`config.mk`:
```
export PLATFORM = sky130hd
export DESIGN_NAME = readout_frame_crc_checker_top
export DESIGN_NICKNAME = d
export VERILOG_FILES = /design/src/sv/rfc_pkg.sv /design/src/sv/readout_frame_crc_checker_top.sv /design/src/sv/rfc_crc_calc.sv /design/src/sv/rfc_event.sv
export SDC_FILE = /design/constraint.sdc
export NUM_CORES = 1
export LEC_CHECK = 0
export ABC_AREA = 1
export BUFFER_PORTS_ARGS = -buffer_cell sky130_fd_sc_hd__buf_2
export CAP_MARGIN = 20
export CORE_MARGIN = 1.5
export CORE_UTILIZATION = 67
export CTS_BUF_LIST = sky130_fd_sc_hd__clkbuf_4
export DETAILED_ROUTE_END_ITERATION = 7
export GPL_TIMING_DRIVEN = 0
export PLACE_DENSITY = 0.89
export RECOVER_POWER = 50
export SYNTH_ARGS = -nofsm -noshare
export SYNTH_HDL_FRONTEND = slang
export SYNTH_SLANG_ARGS = --single-unit
```
`constraint.sdc`:
```
create_clock -name clk -period 4.9 [get_ports clk]
set_input_delay 0.735 -clock clk [delete_from_list [all_inputs] [get_ports clk]]
set_output_delay 0.735 -clock clk [all_outputs]
set_load 0.005 [all_outputs]
```
`src/sv/rfc_pkg.sv`:
```
`timescale 1ns / 1ps

package rfc_pkg;

  localparam int WordW    = 40;
  localparam int ChipIdW  = 17;
  localparam int BunchW   = 12;
  localparam int CrcW     = 8;
  localparam int CountW   = 8;
  localparam int CrcInW   = CrcW + WordW;

  localparam logic [14:0]        SyncPattern = 15'h3C5C;
  localparam logic [1:0]         SyncHeader  = 2'd0;
  localparam logic [CrcW-1:0]    CrcPoly     = 8'h2F;
  localparam logic [ChipIdW-1:0] ChipIdReset = 17'h1ABCD;
  localparam logic [CountW-1:0]  CountMax    = 8'hFF;

  typedef logic [CrcW-1:0] crc_cols_t [CrcInW];

  typedef struct packed {
    logic [CrcW-1:0]   crc_computed;
    logic [CrcW-1:0]   crc_received;
    logic              crc_error;
    logic              bunch_mismatch;
    logic              reportable_error;
    logic [CountW-1:0] data_word_count;
    logic [7:0]        trailer_hit_count;
    logic [BunchW-1:0] header_bunch_id;
  } rfc_result_t;

  // Each entry is the CRC contribution of one input bit: entries below CrcW
  // are the bits of the incoming CRC, the rest are the bits of the data word.
  function automatic crc_cols_t crc_make_cols(input int nbytes);
    crc_cols_t       cols;
    logic [CrcW-1:0] c;
    logic [WordW-1:0] d;
    logic            fb;
    for (int p = 0; p < CrcInW; p++) begin
      c = '0;
      d = '0;
      if (p < CrcW) begin
        c[p] = 1'b1;
      end else begin
        d[p-CrcW] = 1'b1;
      end
      for (int i = nbytes * 8 - 1; i >= 0; i--) begin
        fb = c[CrcW-1] ^ d[i];
        c  = {c[CrcW-2:0], 1'b0};
        if (fb) begin
          c = c ^ CrcPoly;
        end
      end
      cols[p] = c;
    end
    return cols;
  endfunction

  localparam crc_cols_t Crc5Cols = crc_make_cols(5);
  localparam crc_cols_t Crc4Cols = crc_make_cols(4);

  function automatic logic [CrcW-1:0] crc_apply(input crc_cols_t cols,
                                                input logic [CrcW-1:0] crc,
                                                input logic [WordW-1:0] data);
    logic [CrcW-1:0]   acc;
    logic [CrcInW-1:0] v;
    v   = {data, crc};
    acc = '0;
    for (int p = 0; p < CrcInW; p++) begin
      if (v[p]) begin
        acc = acc ^ cols[p];
      end
    end
    return acc;
  endfunction

endpackage

```
`src/sv/readout_frame_crc_checker_top.sv`:
```
`timescale 1ns / 1ps

// Frame checker for a 40-bit readout link. One frame word is taken per clock
// cycle unless a result request waits on a stalled output. A word is registered
// on the way in, then classified and folded into the event CRC there, and a
// trailer's result request is then registered. The event state and the 8-bit
// CRC update are a single register stage, which sets the rate at one word per
// cycle. Headers, data, fillers and wrong-chip trailers give no result request.
// The expected chip id may only be changed while no words are in flight.

module readout_frame_crc_checker_top
  import rfc_pkg::*;
(
  input  logic               clk,
  input  logic               rst_n,
  input  logic               in_valid,
  output logic               in_ready,
  input  logic [WordW-1:0]   in_frame_word,
  output logic               out_valid,
  input  logic               out_ready,
  output logic [CrcW-1:0]    out_crc_computed,
  output logic [CrcW-1:0]    out_crc_received,
  output logic               out_crc_error,
  output logic               out_bunch_mismatch,
  output logic               out_reportable_error,
  output logic [CountW-1:0]  out_data_word_count,
  output logic [7:0]         out_trailer_hit_count,
  output logic [BunchW-1:0]  out_header_bunch_id,
  input  logic               cfg_we,
  input  logic [ChipIdW-1:0] cfg_wdata
);

  logic               s1_vld_r;
  logic [WordW-1:0]   s1_word_r;
  logic               out_vld_r;
  rfc_result_t        out_res_r;
  logic [ChipIdW-1:0] chip_id_r;

  logic        res_hit;
  rfc_result_t res;
  logic        out_free;
  logic        s1_go;

  rfc_event u_event (
    .clk     (clk),
    .rst_n   (rst_n),
    .fire    (s1_go),
    .word    (s1_word_r),
    .chip_id (chip_id_r),
    .res_hit (res_hit),
    .res     (res)
  );

  assign out_free = !out_vld_r || out_ready;
  assign s1_go    = s1_vld_r && (!res_hit || out_free);
  assign in_ready = !s1_vld_r || s1_go;

  always_ff @(posedge clk) begin
    if (!rst_n) begin
      s1_vld_r  <= 1'b0;
      out_vld_r <= 1'b0;
      chip_id_r <= ChipIdReset;
    end else begin
      if (in_ready) begin
        s1_vld_r <= in_valid;
      end
      if (s1_go && res_hit) begin
        out_vld_r <= 1'b1;
      end else if (out_ready) begin
        out_vld_r <= 1'b0;
      end
      if (cfg_we) begin
        chip_id_r <= cfg_wdata;
      end
    end
  end

  always_ff @(posedge clk) begin
    if (in_valid && in_ready) begin
      s1_word_r <= in_frame_word;
    end
    if (s1_go && res_hit) begin
      out_res_r <= res;
    end
  end

  assign out_valid             = out_vld_r;
  assign out_crc_computed      = out_res_r.crc_computed;
  assign out_crc_received      = out_res_r.crc_received;
  assign out_crc_error         = out_res_r.crc_error;
  assign out_bunch_mismatch    = out_res_r.bunch_mismatch;
  assign out_reportable_error  = out_res_r.reportable_error;
  assign out_data_word_count   = out_res_r.data_word_count;
  assign out_trailer_hit_count = out_res_r.trailer_hit_count;
  assign out_header_bunch_id   = out_res_r.header_bunch_id;

endmodule

```
`src/sv/rfc_crc_calc.sv`:
```
`timescale 1ns / 1ps

module rfc_crc_calc
  import rfc_pkg::*;
(
  input  logic [CrcW-1:0]  crc_in,
  input  logic [WordW-1:0] word,
  output logic [CrcW-1:0]  crc_head,
  output logic [CrcW-1:0]  crc_data,
  output logic [CrcW-1:0]  crc_trail
);

  logic [WordW-1:0] trail_bytes;

  assign trail_bytes = {8'b0, word[WordW-1:8]};

  assign crc_head  = crc_apply(Crc5Cols, '0, word);
  assign crc_data  = crc_apply(Crc5Cols, crc_in, word);
  assign crc_trail = crc_apply(Crc4Cols, crc_in, trail_bytes);

endmodule

```
`src/sv/rfc_event.sv`:
```
`timescale 1ns / 1ps

module rfc_event
  import rfc_pkg::*;
(
  input  logic               clk,
  input  logic               rst_n,
  input  logic               fire,
  input  logic [WordW-1:0]   word,
  input  logic [ChipIdW-1:0] chip_id,
  output logic               res_hit,
  output rfc_result_t        res
);

  logic              open_r, open_nxt;
  logic [BunchW-1:0] bunch_r, bunch_nxt;
  logic [CrcW-1:0]   crc_r, crc_nxt;
  logic              mis_r, mis_nxt;
  logic [CountW-1:0] cnt_r, cnt_nxt;

  logic            is_data;
  logic            is_sync;
  logic            hdr_word;
  logic [CrcW-1:0] crc_head;
  logic [CrcW-1:0] crc_data;
  logic [CrcW-1:0] crc_trail;
  logic            crc_err;

  rfc_crc_calc u_crc (
    .crc_in    (crc_r),
    .word      (word),
    .crc_head  (crc_head),
    .crc_data  (crc_data),
    .crc_trail (crc_trail)
  );

  assign is_data   = word[WordW-1];
  assign is_sync   = !is_data && (word[38:24] == SyncPattern);
  assign hdr_word  = is_sync && (word[23:22] == SyncHeader);
  assign res_hit   = !is_data && !is_sync && (word[38:22] == chip_id) && open_r;
  assign crc_err   = (crc_trail != word[7:0]);

  always_comb begin
    res.crc_computed      = crc_trail;
    res.crc_received      = word[7:0];
    res.crc_error         = crc_err;
    res.bunch_mismatch    = mis_r;
    res.reportable_error  = crc_err && !mis_r;
    res.data_word_count   = cnt_r;
    res.trailer_hit_count = word[15:8];
    res.header_bunch_id   = bunch_r;
  end

  always_comb begin
    open_nxt  = open_r;
    bunch_nxt = bunch_r;
    crc_nxt   = crc_r;
    mis_nxt   = mis_r;
    cnt_nxt   = cnt_r;
    if (fire) begin
      priority if (hdr_word) begin
        open_nxt  = 1'b1;
        bunch_nxt = word[BunchW-1:0];
        crc_nxt   = crc_head;
        mis_nxt   = 1'b0;
        cnt_nxt   = '0;
      end else if (is_data && open_r) begin
        crc_nxt = crc_data;
        mis_nxt = mis_r || (word[20:9] != bunch_r);
        if (cnt_r != CountMax) begin
          cnt_nxt = cnt_r + 1'b1;
        end
      end else if (res_hit) begin
        crc_nxt  = crc_trail;
        open_nxt = 1'b0;
      end
    end
  end

  always_ff @(posedge clk) begin
    if (!rst_n) begin
      open_r  <= 1'b0;
      bunch_r <= '0;
      crc_r   <= '0;
      mis_r   <= 1'b0;
      cnt_r   <= '0;
    end else begin
      open_r  <= open_nxt;
      bunch_r <= bunch_nxt;
      crc_r   <= crc_nxt;
      mis_r   <= mis_nxt;
      cnt_r   <= cnt_nxt;
    end
  end

endmodule

```
=== Word-level counts from Yosys, hierarchy flattened ===
Index checks and enable logic that the tools add are counted.

* Register bits after elaboration: 136

* Bitwise logic cells: 125
* Reduce and logical (&&, ||, !) cells: 31
* Equal/unequal tests: 6
* $add $sub $neg: 1
* Multiplexer cells: 141

{| class="wikitable"
|+ Operator list
! operator !! count
|-
| $mux 8 || 80
|-
| $not 5->5 || 63
|-
| $mux 7 || 26
|-
| $not 3->3 || 48
|-
| $mux 6 || 16
|-
| $not 7->7 || 13
|-
| $mux 5 || 6
|-
| $eq 17x17->1 || 1
|-
| $eq 15x14->1 const B || 1
|-
| $mux 4 || 3
|-
| $ne 12x12->1 || 1
|-
| $logic_and 1x1->1 || 10
|-
| $mux 3 || 3
|-
| $add 8x1->8 const B || 1
|-
| $ne 8x8->1 || 1
|-
| $ne 8x8->1 const B || 1
|-
| $reduce_bool 2->1 || 4
|-
| $mux 1 || 7
|-
| $logic_not 1->1 || 6
|-
| $reduce_and 2->1 || 3
|-
| $reduce_and 3->1 || 2
|-
| $not 4->5 || 1
|-
| $logic_or 1x1->1 || 4
|-
| $reduce_bool 3->1 || 1
|-
| 2 further kinds || 2
|}

=== Longest topological paths before layout ===
* Depth after elaboration: 97
* Mapped depth: 20
* Depth with buffers taken out: 19

=== Hierarchy ===
A second synthesis with hierarchy kept.

* Cell total of the unflattened synthesis: 1,672
* Area total of the unflattened synthesis: 11,662.4 um^2

{| class="wikitable"
|+ By module, submodules not included
! module !! times used !! cells each !! sequential area each (um^2) !! area each (um^2)
|-
| rfc_crc_calc || 1 || 1,069 || 0.0 || 5,676.7
|-
| readout_frame_crc_checker_top || 1 || 180 || 2,992.9 || 3,414.5
|-
| rfc_event || 1 || 423 || 600.6 || 2,571.2
|}

=== Worst setup path after synthesis ===
OpenSTA, ideal clock, no wires.

* Kind: flip-flop to flip-flop
* From: register s1_word_r[37]
* To: register out_res_r, in the netlist out_bunch_mismatch (enable)
* Path buffers: 1
* Required time: 4.497 ns
* Library setup time: 0.403 ns
* Period minus slack after synthesis: 2.654 ns
* Slack: 2.246 ns
* Arrival time: 2.251 ns
* Cell stages (with the launch flop): 10
* Cells stage by stage: edfxtp_1 > buf_4 > nand2_2 > inv_1 > nand4_1 > nand2b_1 > nand3_1 > and2b_1 > nand4_2 > inv_1

* Word-level cells in the longest chain between the ends: 10
* Elaborated cells on any way between the ends: 11
* Those cells by class: 2 x eq/ne; 9 x reduce/logical

{| class="wikitable"
|+ Ends and longest elaborated chain
! what !! RTL line !! text
|-
| from (decl) || readout_frame_crc_checker_top.sv:34 || <nowiki>logic [WordW-1:0] s1_word_r;</nowiki>
|-
| from (signal assigned) || readout_frame_crc_checker_top.sv:80 || <nowiki>s1_word_r <= in_frame_word;</nowiki>
|-
| $eq 15x14->1 || rfc_event.sv:38 || <nowiki>assign is_sync = !is_data && (word[38:24] == SyncPattern);</nowiki>
|-
| $logic_and 1x1->1 || rfc_event.sv:38 ||
|-
| $logic_not 1->1 || rfc_event.sv:40 || <nowiki>assign res_hit = !is_data && !is_sync && (word[38:22] == chip_id) && open_r;</nowiki>
|-
| $logic_and 1x1->1 || rfc_event.sv:40 ||
|-
| $logic_and 1x1->1 (*) (2 in a row) || rfc_event.sv:40 ||
|-
| $logic_not 1->1 || readout_frame_crc_checker_top.sv:55 || <nowiki>assign s1_go = s1_vld_r && (!res_hit || out_free);</nowiki>
|-
| $logic_or 1x1->1 || readout_frame_crc_checker_top.sv:55 ||
|-
| $logic_and 1x1->1 || readout_frame_crc_checker_top.sv:55 ||
|-
| $logic_and 1x1->1 (*) || readout_frame_crc_checker_top.sv:82 || <nowiki>if (s1_go && res_hit) begin</nowiki>
|-
| to (signal assigned) || readout_frame_crc_checker_top.sv:83 || <nowiki>out_res_r <= res;</nowiki>
|-
| to (decl) || readout_frame_crc_checker_top.sv:36 || <nowiki>rfc_result_t out_res_r;</nowiki>
|}

Mark *: on every way between the ends. The rest lies on a longest branch, timed or not.
A chain may end at the register's enable or synchronous reset.

=== Final worst setup path ===
* From: register s1_word_r[38]
* To: output in_ready

* Word-level cells in the longest chain between the ends: 10
* Elaborated cells on any way between the ends: 11
* Those cells by class: 2 x eq/ne; 9 x reduce/logical

{| class="wikitable"
|+ Ends and longest elaborated chain
! what !! RTL line !! text
|-
| $eq 15x14->1 || rfc_event.sv:38 ||
|-
| $logic_and 1x1->1 || rfc_event.sv:38 ||
|-
| $logic_not 1->1 || rfc_event.sv:40 ||
|-
| $logic_and 1x1->1 || rfc_event.sv:40 ||
|-
| $logic_and 1x1->1 (*) (2 in a row) || rfc_event.sv:40 ||
|-
| $logic_not 1->1 (*) || readout_frame_crc_checker_top.sv:55 ||
|-
| $logic_or 1x1->1 (*) || readout_frame_crc_checker_top.sv:55 ||
|-
| $logic_and 1x1->1 (*) || readout_frame_crc_checker_top.sv:55 ||
|-
| $logic_or 1x1->1 (*) || readout_frame_crc_checker_top.sv:56 || <nowiki>assign in_ready = !s1_vld_r || s1_go;</nowiki>
|-
| to (decl) || readout_frame_crc_checker_top.sv:17 || <nowiki>output logic in_ready,</nowiki>
|}

Marks and branches as above.

==> impl_metrics.py <==
metrics = {
    "route": {
        "viasPerCell": 5.74,
        "antenna_left": 0,
        "drt_first_iter_violations": 1625,
        "firstDrtPassIters": 8,
        "drt_wl_total_um": 35400,
        "vias": 10900,
        "drc_errors": 0,
        "wl_per_cell_um": 18.5,
    },
    "cts": {
        "cts_root_buf": "clkbuf_4",
        "clock_path_buffers": 2,
        "cts_made_buffers": 17,
        "htreeDepth": 4,
        "insertion_delay_ns": 0.61,
        "cts_resized": 0,
        "postCtsSetupRepairBufs": 0,
        "cts_tree": "done",
        "path_clk_slew_ns": 0.14,
        "cts_sinks": 136,
        "hold_buffers": 0,
    },
    "final_layout": {
        "drive_above_1_share": 0.154,
        "n_antenna_cell": 0,
        "fillCellCount": 1284,
        "stdcell_area_sq_mm": 0.0120,
        "nets": 1741,
        "syn2layout_area_growth_pct": 10.2,
        "final_util": 0.754,
        "instances_no_fill": 1907,
    },
    "timing": {
        "tightest_slew_ns": 0.940,
        "fmax_mhz": 321,
        "clock_skew_ns": 0.0223,
        "hold_violations": 0,
        "min_period_ns": 3.11,
        "setup_viol": 0,
        "slew_viol_final": 0,
        "fin_crit_sh": 0.635,
        "setup_tns_ns": 0,
        "setup_ws_ns": 1.79,
        "relSlewSlack": 0.373,
        "rsz0062_at_grt": "false",
    },
    "floorplanning": {
        "die_area_sq_mm": 0.0170,
        "coreArea_sq_mm": 0.0159,
        "pin_count": 111,
        "std_cell_rows": 46,
        "die_h_um": 130,
        "start_util": 0.684,
        "chipWidth_um": 130,
    },
    "yosys": {
        "synth_most_common_cell": "nand2_1",
        "synth.net_count": 1613,
        "synth_cell_type_count": 51,
        "syn_area_sq_mm": 0.0109,
        "postSynthAreaPerCell_sq_um": 7.01,
        "seq_area_frac_synth": 0.331,
        "ys_seq_elements": 136,
        "synthTopCellsByArea": "edfxtp_1 24%, nand2_1 20%, dfxtp_1 9.0%, xor2_1 8.7%, nand3_1 6.4%",
        "synth_edf_count": 87,
        "synth_common_cells": "587 x nand2_1, 161 x inv_1, 138 x nand3_1",
        "yosys.area.top_type": "edfxtp_1",
        "synth_cells": 1550,
        "synth-main-ff-cell": "edfxtp_1",
        "yosysTopAreaCellShare": 0.240,
        "async_reset_ff_frac": 0,
        "yosysWarnings": 0,
    },
    "global_routing": {
        "grt_pass1_wl_um": 52300,
        "grt_max_degree": 48,
        "grt_pass1_vias": 9820,
        "grt_overflow": 0,
        "antenna_found_initial": 0,
        "grt_usage": 0.422,
    },
    "placed_design": {
        "port-buffer-count": 108,
        "dp_cells": 1875,
        "gp_congestion": 1.13,
        "dp_hpwl_um": 27000,
        "dp_slack_ns": 2.20,
        "dpl_cell_area_sq_mm": 0.0117,
    },
    "run_status": {
        "status": "complete, no violations",
    },
    "setup_path": {
        "arrival_ns": 2.38,
        "crit_path_end_kind": "output port",
        "crit_type": "flop to output port",
        "crit_fanout": 8,
        "cp-start-kind": "flop",
        "cp.required_ns": 4.16,
    },
    "power_and_ir_drop": {
        "ir_worst_vdd_mv": 0.220,
        "p_leak_uw": 0.00602,
        "power.density_mw_per_mm2": 315,
    },
    "job": {
        "maxCapViolCount": 0,
    },
    "worst_hold_path": {
        "holdCritPathClass": "input pin to flop",
    },
}
## layer usage
metal	vias up	global-route usage	share of wire
met2	777	0.633	0.42
met1	4895	0.546	0.38
met5	-	0	0
li1	5100	-	-
met3	173	0.115	0.13
met4	0	0.252	0.064
## kinds of logic (layout without fill, tap and decap cells)
logic type / count (synthesis) / after routing / share of synthesized area
AOI/OAI and AO/OA: 77 / 77 / 0.0376
xor gates and xnor gates: 190 / 190 / 0.159
adders and majority gates: 1 / 1 / 0.00115
buffers and inverters: 242 / 383 / 0.103
DFF: 136 / 136 / 0.331
and+or+nand+nor: 904 / 904 / 0.369
## sequential cells by signal (all words and copies together), names as in the netlist, 8 cells and up
name / flops
out_trailer_hit_count: 8
out_header_bunch_id: 12
u_event.cnt_r: 8
s1_word_r: 40
out_crc_computed: 8
chip_id_r: 17
out_data_word_count: 8
u_event.crc_r: 8
out_crc_received: 8
u_event.bunch_r: 12
## worst max-delay path, cell delays in order, from the launching register on
cell      delay, ns
edfxtp_1       0.54
inv_2          0.24
or2_1          0.16
nand2_1        0.05
nor3_1         0.18
nand2_1        0.09
nor2_1         0.18
nand4_1        0.17
buf_2          0.17
## worst paths after layout
path / endpoint / start / cells past startpoint / slack, ns
hold reg to reg: out_crc_received[2] / s1_word_r[2] / 0 / 0.47
setup reg to reg: s1_word_r[4] / s1_word_r[29] / 9 / 2.13
hold / removal: s1_word_r[6] / in_frame_word[6] / 1 / 0.29
setup / recovery: in_ready / s1_word_r[38] / 8 / 1.79
## metrics by stage
stage / total power, uW / hold slack [ns]
CTS: 3710 / 0.292
global placement: 2820 / 0.426
floorplan: 2490 / 0.421
finish: 3780 / 0.289
global route: 3970 / 0.272
detailed placement: 2870 / 0.434
## layout make-up
type	instances	area, sq um	share of cell area
Buffer	55	409	0.0341
Clock buffer	18	135	0.0113
Clock inverter	14	184	0.0153
Inverter	187	712	0.0594
Multi-Input combinational cell	1172	6160	0.514
Sequential cell	136	3590	0.300
Tap cell	216	270	0.0225
Timing Repair Buffer	109	524	0.0437
## layout by cell type, fill, tap and decap left out, drive strengths merged, types with 2 or more instances in the layout
master	count
nand3b	11
a31oi	2
xor2	112
clkbuf	53
xnor2	78
nor4	8
nand2	630
or2	11
o21ai	38
nor2	70
buf	129
nor3	10
nand3	144
clkinvlp	2
o2111ai	2
dfxtp	49
nand4	15
clkinv	3
bufinv	3
inv	193
a21oi	30
nand2b	3
edfxtp	87
## power by group
| group | leakage (uW) | internal, uW | switching (uW) |
|---|---|---|---|
| combinational | 0.00462 | 547 | 1080 |
| clock | 0.000167 | 373 | 483 |
| sequential | 0.00123 | 1270 | 30.7 |
| total | 0.00602 | 2190 | 1590 |
No activity file was read; power rests on OpenSTA's default activity.
